$ cat config.mk
export PLATFORM = sky130hd
export DESIGN_NAME = dmwbc_ctrl
export DESIGN_NICKNAME = d
export VERILOG_FILES = /design/src/hdl/dmwbc_pkg.sv /design/src/hdl/dmwbc_ctrl.sv
export SDC_FILE = /design/constraint.sdc
export NUM_CORES = 1
export LEC_CHECK = 0
export BUFFER_PORTS_ARGS = -buffer_cell sky130_fd_sc_hd__buf_2
export CAP_MARGIN = 20
export CORE_AREA = 2 2 39 41
export CTS_CLUSTER_DIAMETER = 80
export CTS_CLUSTER_SIZE = 30
export DETAILED_ROUTE_END_ITERATION = 16
export DIE_AREA = 0 0 41 43
export HOLD_SLACK_MARGIN = 0.06
export PLACE_DENSITY = 0.65
export SETUP_SLACK_MARGIN = 0.02
export SYNTH_ARGS = -nofsm -noshare
export SYNTH_HDL_FRONTEND = slang
export SYNTH_SLANG_ARGS = --single-unit
export TNS_END_PERCENT = 50
$ cat constraint.sdc
create_clock -name clk -period 1.8 [get_ports clk]
set_clock_uncertainty 0.2 [all_clocks]
set_input_delay 0.09 -clock clk [delete_from_list [all_inputs] [get_ports clk]]
set_output_delay 0.09 -clock clk [all_outputs]
set_load 0.005 [all_outputs]
$ cat src/hdl/dmwbc_pkg.sv
package dmwbc_pkg;

  localparam int ADDR_W = 16;
  localparam int BYTE_W = 8;

  localparam int DEF_NUM_LINES      = 64;
  localparam int DEF_BYTES_PER_LINE = 4;
  localparam int DEF_MEMORY_BYTES   = 65536;

  localparam int IN_TDATA_W  = ((ADDR_W + BYTE_W + 7) / 8) * 8;
  localparam int OUT_TDATA_W = BYTE_W;
  localparam int OUT_TUSER_W = 2;

  typedef enum logic {
    ACT_READ  = 1'b0,
    ACT_WRITE = 1'b1
  } action_t;

  typedef enum logic [2:0] {
    ST_CLEAR,
    ST_IDLE,
    ST_LOOKUP,
    ST_WBACK,
    ST_FILL,
    ST_ACCESS,
    ST_RESP
  } ctrl_state_t;

  // Controller to datapath
  typedef struct packed {
    logic clear_en;
    logic accept;
    logic hit_write;
    logic hit_read_out;
    logic wb_en;
    logic fill_en;
    logic access;
    logic miss_read_out;
  } dp_cmd_t;

  // Datapath to controller
  typedef struct packed {
    logic clear_done;
    logic hit;
    logic victim_dirty;
    logic move_done;
    logic out_busy;
    logic is_write;
  } dp_stat_t;

endpackage

$ cat src/hdl/dmwbc_ctrl.sv
module dmwbc_ctrl (
  input  logic               clk,
  input  logic               rst_n,
  input  logic               in_tvalid,
  output logic               in_tready,
  input  dmwbc_pkg::dp_stat_t stat,
  output dmwbc_pkg::dp_cmd_t  cmd
);
  import dmwbc_pkg::*;

  ctrl_state_t state_r, state_nxt;

  always_ff @(posedge clk) begin
    if (!rst_n) begin
      state_r <= ST_CLEAR;
    end else begin
      state_r <= state_nxt;
    end
  end

  always_comb begin
    state_nxt = state_r;
    unique case (state_r)
      ST_CLEAR: begin
        if (stat.clear_done) state_nxt = ST_IDLE;
      end
      ST_IDLE: begin
        if (in_tvalid) state_nxt = ST_LOOKUP;
      end
      ST_LOOKUP: begin
        priority if (!stat.hit) begin
          state_nxt = stat.victim_dirty ? ST_WBACK : ST_FILL;
        end else if (stat.is_write || !stat.out_busy) begin
          state_nxt = ST_IDLE;
        end else begin
          state_nxt = ST_LOOKUP;
        end
      end
      ST_WBACK: begin
        if (stat.move_done) state_nxt = ST_FILL;
      end
      ST_FILL: begin
        if (stat.move_done) state_nxt = ST_ACCESS;
      end
      ST_ACCESS: begin
        state_nxt = stat.is_write ? ST_IDLE : ST_RESP;
      end
      ST_RESP: begin
        if (!stat.out_busy) state_nxt = ST_IDLE;
      end
      default: state_nxt = ST_CLEAR;
    endcase
  end

  always_comb begin
    cmd       = '0;
    in_tready = 1'b0;
    unique case (state_r)
      ST_CLEAR: cmd.clear_en = 1'b1;
      ST_IDLE: begin
        in_tready  = 1'b1;
        cmd.accept = in_tvalid;
      end
      ST_LOOKUP: begin
        cmd.hit_write    = stat.hit && stat.is_write;
        cmd.hit_read_out = stat.hit && !stat.is_write && !stat.out_busy;
      end
      ST_WBACK:  cmd.wb_en   = 1'b1;
      ST_FILL:   cmd.fill_en = 1'b1;
      ST_ACCESS: cmd.access  = 1'b1;
      ST_RESP:   cmd.miss_read_out = !stat.out_busy;
      default: cmd = '0;
    endcase
  end

endmodule

After elaboration in Yosys (flattened, before gate mapping)
Cells that the tools add are included.
{ "op_classes": {"addsub": 0, "n_mul": 0, "div": 0, "n_lt_le_gt_ge": 0, "eq_ne": 11, "shift": 0, "mux": 18, "bitwise_logic": 0, "reduce_logical": 8} }
{ "ops": {"columns": ["cell", "n"], "rows": [
  ["3-bit two-way mux", 8],
  ["3-bit one-hot mux with 7 select lines", 1],
  ["2-bit inequality test, second input constant", 5],
  ["3-bit equality test, second input constant", 3],
  ["1-bit two-way mux", 7],
  ["3-bit by 2-bit equality test with 1-bit output, second input constant", 2],
  ["5-bit AND reduction", 1],
  ["2-bit two-way mux", 2],
  ["3-bit by 1-bit equality test with 1-bit output, second input constant", 1],
  ["1-bit logical AND", 3],
  ["3-bit zero test", 1],
  ["1-bit zero test", 2],
  ["1-bit logical OR", 1]
]} }
{ "totals": {"register_bits": 3, "latchBits": 0, "mem_bits_rw": 0, "romBits": 0, "inputBits": 9, "elab_cells": 38, "n_memories": 0} }

Logic depth before layout (Yosys ltp)
Gate-level depths: netlist (run 1).
{ "logic_depth": {"depth_word": 5, "ltp_mapped": 5, "mapped_depth_nobuf": 4} }

Worst setup path after synthesis (run 1)
Ideal clock, no wire load.
{ "synth_timing": {"path_type": "reg-to-reg", "from": "register state_r[0]", "to": "register state_r[0]", "setup_time_ns": 0.115, "t_arrival_ns": 1.094, "slack_ns": 0.391, "path_stages_with_launch": 5, "period_less_slack_ns": 1.409, "path_cell_list": "dfxtp_1 o21bai_2 nor2b_1 o311a_1 o21a_1"} }
{ "synth_via": {"elab_chain_cells": 3, "elab_cells_between_ends": 14, "classes_between": "11 x eq/ne; 1 x mux; 2 x reduce/logical"} }
{ "synth_rtl": {"columns": ["element", "line_no", "source"], "rows": [
  ["start: declaration", "dmwbc_ctrl.sv:11", "ctrl_state_t state_r, state_nxt;"],
  ["start signal: assignment", "dmwbc_ctrl.sv:17", "state_r <= state_nxt;"],
  ["3-bit by 2-bit equality test with 1-bit output, or another cell as far along", "dmwbc_ctrl.sv:23", "unique case (state_r)"],
  ["2-bit inequality test (no line)", null, null],
  ["5-bit AND reduction (no line)", null, null]
]} }
Several ways; a longest one is shown, not always the timed one.
A chain may end at the register's enable or synchronous reset.

==> results of run 1 <==
-- final cells by class --
class	count	area, µm²
tap	16	20.0
clock buffer	4	26.3
timing repair buffer	22	128
fill	154	822
inverter	1	3.75
sequential	3	61.3
multi-input combinational	48	323
-- layer usage --
metal | track usage [%] | wire (µm) | vias up
met3 | 1.57 | 43 | 0
met1 | 16.6 | 436 | 203
met4 | 6.00 | 0 | 0
met2 | 17.5 | 484 | 8
met5 | 0 | 0 | -
li1 | - | - | 244
-- worst min-delay path by stage --
stage	slack [ns]	startpoint	end
floorplan	0.008	rst_n	state_r[0]
global placement	0.12	rst_n	state_r[0]
detailed placement	0.14	rst_n	state_r[0]
CTS	0.09	stat[1]	state_r[1]
global route	0.11	stat[1]	state_r[1]
finish	0.09	stat[1]	state_r[1]
-- timing repair --
action	in CTS	in global routing
hold endpoints to repair	3	0
endpoints found under the setup margin	0	1
setup buffers	0	0
hold buffers	2	0
resized for setup	0	1
-- Yosys cell counts (2+ instances only) --
| cell type | count |
|---|---|
| a21boi_0 | 2 |
| and2_1 | 2 |
| a21oi_1 | 2 |
| dfxtp_1 | 3 |
| nor2_1 | 8 |
| nor2b_1 | 2 |
| nor3_1 | 2 |
| nand3_1 | 2 |
| nand2_1 | 4 |
| a21boi_1 | 2 |
| buf_4 | 2 |
| nand2b_1 | 5 |
-- worst max-delay path: cells and delay by family (launching register included) --
kind / cells / cell delay [ns]
flip-flops: 1 / 0.52
buffers and inverters: 1 / 0.10
AND/OR/NAND/NOR: 3 / 0.53
-- cell families after synthesis --
logic type / after synthesis / share of synthesized area [%]
buffers and inverters: 4 / 5.84
multiplexers: 1 / 2.46
AO/OA/AOI/OAI: 15 / 33.5
AND/OR/NAND/NOR: 32 / 43.4
flip-flops: 3 / 14.8
-- where the power goes --
part	total, mW	internal [mW]	switching (mW)
sequential	0.0978	0.0756	0.0222
combinational	0.154	0.0836	0.0701
clock	0.116	0.0830	0.0329
==> flow_summary.ini, run 1 <==
[status]
status = finished clean

[power_and_ir_drop]
power.static_leakage_nw = 0.264
power_density_nw_per_um2 = 654
irDropWorstVdd_mv = 0.274
post-layout-total-power_mw = 0.367

[setup_path]
worst_ep_required_time_ns = 1.51
arrival_worst_endpoint_ns = 1.39
startpoint = state_r[0]
setup.worst_path.end_class = primary output
reg2regPathDepth = 4
critical-path-slowest-cell = dfxtp_1
worst_setup_path_endpoint = cmd[6]
critPathKind = flop to primary output
worstReg2RegEnd = state_r[0]
crit_path_start_kind = flop
cp_cell_sequence = or2b_1, nor2_1, and2_1, buf_2
worstReg2RegStart = state_r[0]
setup_slack_of_the_most_critical_reg_to_reg_path_ns = 0.20
cpPeakStageDelay_ns = 0.52
critPathMaxFanout = 13

[grt]
maximum_number_of_pins_on_one_net_before_global_route_repair = 14
grt_pass1_wl_um = 1510
grt_usage_pct = 12.0
globalRouteOverflowTotal = 0
first_global_vias = 376
grt_antenna_before_repair = 0

[routing]
drtIter0Drc = 5
remaining_drc_errors = 0
postRouteWirelength_um = 964
dr_total_vias = 455
post_drt_via_cell_ratio = 4.84
wl_per_cell_um = 10.3
drtAntennaViolNets = 0
firstDrtPassIters = 4

[sta]
maxSlewHeadroom_pct = 76.1
final-hold-violation-count = 0
grt_setup_unrepaired = no
final_max_slew_viol_count = 0
worst_slack_ns = 0.123
setup_viol = 0
actual_transition_at_the_worst_max_transition_pin_ns = 0.358
finalCritPeriodShare_pct = 93.2
min_period_ns = 1.68
timing.setup.tns_ns = 0
hold_slack_ns = 0.0930
maxClockFrequency_ghz = 0.596

[logic_synthesis]
syn_nets = 64
synth-seq-cells = 3
mappedNetlistArea_um2 = 407
synth-edff-count = 0
yosysTopAreaCell = dfxtp_1
synth_cells = 55
synth_area_leaders = dfxtp_1 15%, nand2b_1 7.7%, nor2_1 7.4%
yosysSeqAreaShare_pct = 14.8
ys.warnings.count = 0
syn_avg_cell_area_um2 = 7.39
ys_types = 31
async_flop_share_pct = 0
synth_top_area_share_pct = 14.8
synth-main-ff-cell = dfxtp_1

[layout]
layout_top_registers = state_r x3
layout.cells.most_common_list = 17 x buf_2, 8 x nor2_1, 5 x nand2b_1
largest_register_ff_count = 3
area_growth_syn_to_layout_pct = 38.2
nNetsFinal = 88
commonest_non_fill_non_tap_cell_in_the_layout = buf_2
post-route-util_pct = 40.6
stdcell_count = 94
regMostFlops = state_r
post-route-cell-area_um2 = 562
share_of_final_layout_standard_cells_stronger_than_drive_strength_1_pct = 39.7
antenna_cells_inserted = 0

[place]
port_buffers = 17
dp_slack_ns = 0.199
routability_driven_placement_congestion_ratio = 0.748
place_inst = 88
detailed_place.area_um2 = 514
hpwlAfterDp_um = 764

[floorplanning]
fp.coreArea_um2 = 1380
fp-row-count = 14
dieHeight_um = 43
num_io_pins = 18
die_ar_um2 = 1760
die-width_um = 41
initial_core_util_pct = 29.4

[flow_run]
maxCapViolCount = 0

[min_path]
timing.hold.worst_path_depth = 4
hp-class = input port to flop

[clock_network]
clock_sink_count = 3
tritoncts.num_buffers = 3
cts_tree = yes
clock_tree.htree_level_count = 1
worst_skew_pair.late_latency_ns = 0.23
clock-root-buffer = clkbuf_4
clk_path_buf_depth = 2
path_clk_slew_ns = 0.04
Note: power is estimated with default switching activity, not from simulation.
==> inputs of run 2 (changes only) <==
- CELL_PAD_IN_SITES_DETAIL_PLACEMENT: default -> 1
- CELL_PAD_IN_SITES_GLOBAL_PLACEMENT: default -> 1
- CORE_AREA: 2 2 39 41 -> default
- CORE_MARGIN: default -> 4
- CORE_UTILIZATION: default -> 30
- DIE_AREA: 0 0 41 43 -> default
- PLACE_DENSITY: 0.65 -> 0.83
- TNS_END_PERCENT: 50 -> default
==> run 2 against run 1 <==
Compared with the run above: power fell by 0.47%; sequential cell count unchanged; critical path type unchanged; sequential share of layout area grew 0.58 points; largest cell class unchanged; critical path depth did not move; first-iteration DRC count fell by 40%; highest routed layer unchanged; largest power group unchanged.
==> flow_summary.ini, run 2 (synthesis gave the netlist of run 1 again) <==
[floorplanning]
num_io_pins = 18
initial_core_util_pct = 31.6
fp-row-count = 13
fp.coreArea_um2 = 1280
dieHeight_um = 44.8
die-width_um = 44.8
die_ar_um2 = 2010

[routing]
dr_total_vias = 465
firstDrtPassIters = 2
post_drt_via_cell_ratio = 5.11
drtIter0Drc = 3
wl_per_cell_um = 12.5
postRouteWirelength_um = 1140
remaining_drc_errors = 0
drtAntennaViolNets = 0

[sta]
worst_slack_ns = 0.204
grt_setup_unrepaired = no
timing.setup.tns_ns = 0
maxSlewHeadroom_pct = 81.9
final_max_slew_viol_count = 0
maxClockFrequency_ghz = 0.626
min_period_ns = 1.60
finalCritPeriodShare_pct = 88.7
hold_slack_ns = 0.0997
setup_viol = 0
actual_transition_at_the_worst_max_transition_pin_ns = 0.272
final-hold-violation-count = 0

[clock_network]
clock_tree.htree_level_count = 1
clock-root-buffer = clkbuf_4
cts_tree = yes
clock_sink_count = 3
worst_skew_pair.late_latency_ns = 0.23
clk_path_buf_depth = 2
path_clk_slew_ns = 0.03
cts_setup_buffers = 0
tritoncts.num_buffers = 3

[layout]
area_growth_syn_to_layout_pct = 33.8
commonest_non_fill_non_tap_cell_in_the_layout = buf_2
stdcell_count = 91
post-route-cell-area_um2 = 544
nNetsFinal = 86
largest_register_ff_count = 3
layout.filler_cells = 185
layout_top_registers = state_r x3
post-route-util_pct = 42.4
share_of_final_layout_standard_cells_stronger_than_drive_strength_1_pct = 40.8
regMostFlops = state_r
layout.cells.most_common_list = 17 x buf_2, 8 x nor2_1, 5 x nand2b_1
antenna_cells_inserted = 0

[power_and_ir_drop]
power.share.clock_pct = 31.1
power.static_leakage_nw = 0.255
post-layout-total-power_mw = 0.366
combPwrFrac_pct = 41.2
sw_frac_of_total_pct = 34.7
cell_internal_pwr_mw = 0.239
power_density_nw_per_um2 = 672
irDropWorstVdd_mv = 0.308
power.switching_mw = 0.127
power.share.sequential_pct = 27.8

[setup_path]
arrival_worst_endpoint_ns = 1.31
setup.worst_path.end_class = primary output
cpPeakStageDelay_ns = 0.44
worstReg2RegStart = state_r[2]
cp_cell_sequence = or2b_1, nor2_1, and2_1, buf_2
critical-path-slowest-cell = dfxtp_2
cp_top_family = simple AND/OR/NAND/NOR gates
critPathKind = flop to primary output
critPathMaxFanout = 13
crit_path_start_kind = flop
startpoint = state_r[0]
worst-path-buf-inv = 1
worst_ep_required_time_ns = 1.51

[flow_run]
maxCapViolCount = 0

[place]
detailed_place.area_um2 = 505
dp_slack_ns = 0.144
hpwlAfterDp_um = 893
routability_driven_placement_congestion_ratio = 0.723
port_buffers = 17
place_inst = 86

[grt]
grt_usage_pct = 12.4
maximum_number_of_pins_on_one_net_before_global_route_repair = 17
globalRouteOverflowTotal = 0
grt_pass1_wl_um = 1890
grt_antenna_before_repair = 0
first_global_vias = 432

[min_path]
hp-class = input port to flop
min_from = stat[2]

[status]
status = finished clean
run 2: final cells by class:
| cell class | instances | area [µm²] | area share [%] |
|---|---|---|---|
| multi-input combinational | 48 | 323 | 59.3 |
| timing repair buffer | 20 | 110 | 20.2 |
| sequential | 3 | 62.6 | 11.5 |
| clock buffer | 4 | 26.3 | 4.83 |
| tap | 15 | 18.8 | 3.45 |
| inverter | 1 | 3.75 | 0.690 |
run 2: layer usage:
metal	routed length (µm)	global-route usage (%)	part of all wire, %	up-vias
met4	0	1.75	0	0
met2	539	20.1	47	14
met5	0	0	0	-
met3	78	3.59	6.8	0
met1	523	16.8	46	213
li1	-	-	-	238
run 2: final timing paths:
kind / slack [ns] / end / depth (start not counted)
worst max-delay path: 0.20 / cmd[6] / 4
worst max register to register: 0.28 / state_r[2] / 5
worst min-delay path: 0.1 / state_r[2] / 4
worst min register to register: 0.38 / state_r[1] / 2
run 2: power groups by stage:
stage                     clock (mW)  combinational, mW  sequential [mW]
after floorplan                    0              0.115           0.0862
after global placement             0              0.146           0.0997
after detailed placement           0              0.150            0.101
after CTS                      0.120              0.153            0.100
after global routing           0.127              0.171            0.106
final                          0.114              0.150            0.102
run 2: tightest hold or removal path, stage by stage:
cell and delay, ns:
buf_2 0.12, nand2_1 0.06, nand3_1 0.10, a21boi_0 0.09
run 2: repair_timing:
| action | CTS | global route |
|---|---|---|
| gates resized for setup | 0 | 2 |
| hold endpoints to repair | 3 | 0 |
| endpoints found under the setup margin | 0 | 3 |
| hold buffers | 1 | 0 |
==> inputs of run 3 (changes only) <==
- CELL_PAD_IN_SITES_GLOBAL_PLACEMENT: 1 -> 2
- CORE_MARGIN: 4 -> default
- CORE_UTILIZATION: 30 -> 23
- PLACE_DENSITY: 0.83 -> 0.84
==> run 3 against run 2 <==
Compared with the run above: the run now ends with design-rule violations left; critical path depth is the same; sequential cell count is the same; setup slack gained 0.027 ns; combinational power is essentially flat; core utilization shrank 7.1 points; sequential share of layout area shrank 0.23 points; power grew 1.6%; via count grew 2.8%; hold slack gained 0.015 ns; final cell count grew 2.2%; fmax grew 1.7%; clock-buffer cell count is the same; critical endpoint unchanged; largest cell class unchanged.
==> flow_summary.ini, run 3 (synthesis gave the netlist of run 1 again) <==
[routing]
firstDrtPassIters = 10
remaining_drc_errors = 2
wl_per_cell_um = 12.3
post_drt_via_cell_ratio = 5.14
postRouteWirelength_um = 1140
drtAntennaViolNets = 0
dr_total_vias = 478
drtIter0Drc = 6

[setup_path]
cpPeakStageDelay_ns = 0.44
cp_cell_sequence = or2b_1, nor2_1, and2_1, buf_2
setup.worst_path.end_class = primary output
worst_ep_required_time_ns = 1.51
worst-path-buf-inv = 1
arrival_worst_endpoint_ns = 1.28
critical-path-slowest-cell = dfxtp_2
cp_top_family = simple AND/OR/NAND/NOR gates
crit_path_start_kind = flop
critPathMaxFanout = 12
critPathKind = flop to primary output

[layout]
nNetsFinal = 87
area_growth_syn_to_layout_pct = 36.6
largest_register_ff_count = 3
layout_top_registers = state_r x3
share_of_final_layout_standard_cells_stronger_than_drive_strength_1_pct = 40.3
layout.filler_cells = 212
antenna_cells_inserted = 0
commonest_non_fill_non_tap_cell_in_the_layout = buf_2
layout.cells.most_common_list = 17 x buf_2, 8 x nor2_1, 5 x nand2b_1
regMostFlops = state_r

[clock_network]
worst_skew_pair.late_latency_ns = 0.23
clock-root-buffer = clkbuf_4
clock_tree.htree_level_count = 1
path_clk_slew_ns = 0.04
clock_sink_count = 3
cts_tree = yes
tritoncts.num_buffers = 3
clk_path_buf_depth = 2
cts_setup_buffers = 0

[grt]
grt_antenna_before_repair = 0
first_global_vias = 427
maximum_number_of_pins_on_one_net_before_global_route_repair = 17
grt_usage_pct = 13.6
met1_usage_pct = 17.4
globalRouteOverflowTotal = 0
grt_pass1_wl_um = 1920
grt.met2_usage_pct = 20.6
gr-max-usage-layer = met2
use_met3_pct = 3.67

[power_and_ir_drop]
power_density_nw_per_um2 = 669
irDropWorstVdd_mv = 0.351
power.static_leakage_nw = 0.259
post-layout-total-power_mw = 0.372

[status]
status = finished with violations
violations = design-rule violations

[place]
hpwlAfterDp_um = 875
port_buffers = 17
routability_driven_placement_congestion_ratio = 0.741

[floorplanning]
dieHeight_um = 44.0
fp.coreArea_um2 = 1580
initial_core_util_pct = 25.8
num_io_pins = 18
die_ar_um2 = 1940
die-width_um = 44.0
fp-row-count = 14

[sta]
maxSlewHeadroom_pct = 79.9
setup_viol = 0
maxClockFrequency_ghz = 0.637
actual_transition_at_the_worst_max_transition_pin_ns = 0.301
finalCritPeriodShare_pct = 87.2
final-hold-violation-count = 0
grt_setup_unrepaired = no
min_period_ns = 1.57
timing.setup.tns_ns = 0
final_max_slew_viol_count = 0

[min_path]
hp-class = input port to flop

[flow_run]
maxCapViolCount = 0
[run 3: stage by stage]
step | hold slack (ns) | instance area (µm²) | util (%) | std cells | worst slack [ns]
global route | 0.147 | 556 | 35.2 | 93 | 0.126
CTS | 0.120 | 553 | 35.1 | 93 | 0.0826
global placement | 0.121 | 507 | 32.1 | 87 | 0.189
floorplan | 0.00760 | 407 | - | 55 | 0.391
finish | 0.115 | 556 | 35.2 | 93 | 0.231
detailed placement | 0.132 | 507 | 32.1 | 87 | 0.165
[run 3: timing repair]
item                                    CTS  global route
resized for setup                         0             2
endpoints found under the setup margin    0             2
endpoints found under the hold margin     3             0
hold buffers                              2             0
[run 3: path summary, 6_finish.rpt]
kind / from / endpoint / slack (ns) / cells after the start
max: state_r[0] / cmd[6] / 0.23 / 4
min: stat[1] / state_r[1] / 0.11 / 4
max reg2reg: state_r[0] / state_r[0] / 0.30 / 4
min reg2reg: state_r[1] / state_r[1] / 0.40 / 2
[run 3: tightest hold or removal path: stages]
cell,delay (ns)
buf_2,0.13
a21o_1,0.15
nand2_1,0.07
a21boi_1,0.06
[run 3: area by class of cell]
type | count | area, µm² | share of cell area [%]
Timing Repair Buffer | 21 | 120 | 21.6
Inverter | 1 | 3.75 | 0.676
Sequential cell | 3 | 62.6 | 11.3
Tap cell | 16 | 20.0 | 3.60
Multi-Input combinational cell | 48 | 323 | 58.1
Clock buffer | 4 | 26.3 | 4.73
[run 3: power by group]
| part | total [mW] | internal, mW | switching (mW) |
|---|---|---|---|
| combinational | 0.153 | 0.0807 | 0.0720 |
| sequential | 0.102 | 0.0768 | 0.0253 |
| clock | 0.117 | 0.0830 | 0.0338 |
[run 3: routing by layer]
| metal | up-vias | routed length [µm] |
|---|---|---|
| li1 | 241 | - |
| met1 | 224 | 574 |
| met2 | 13 | 522 |
| met3 | 0 | 47 |
| met4 | 0 | 0 |
| met5 | - | 0 |
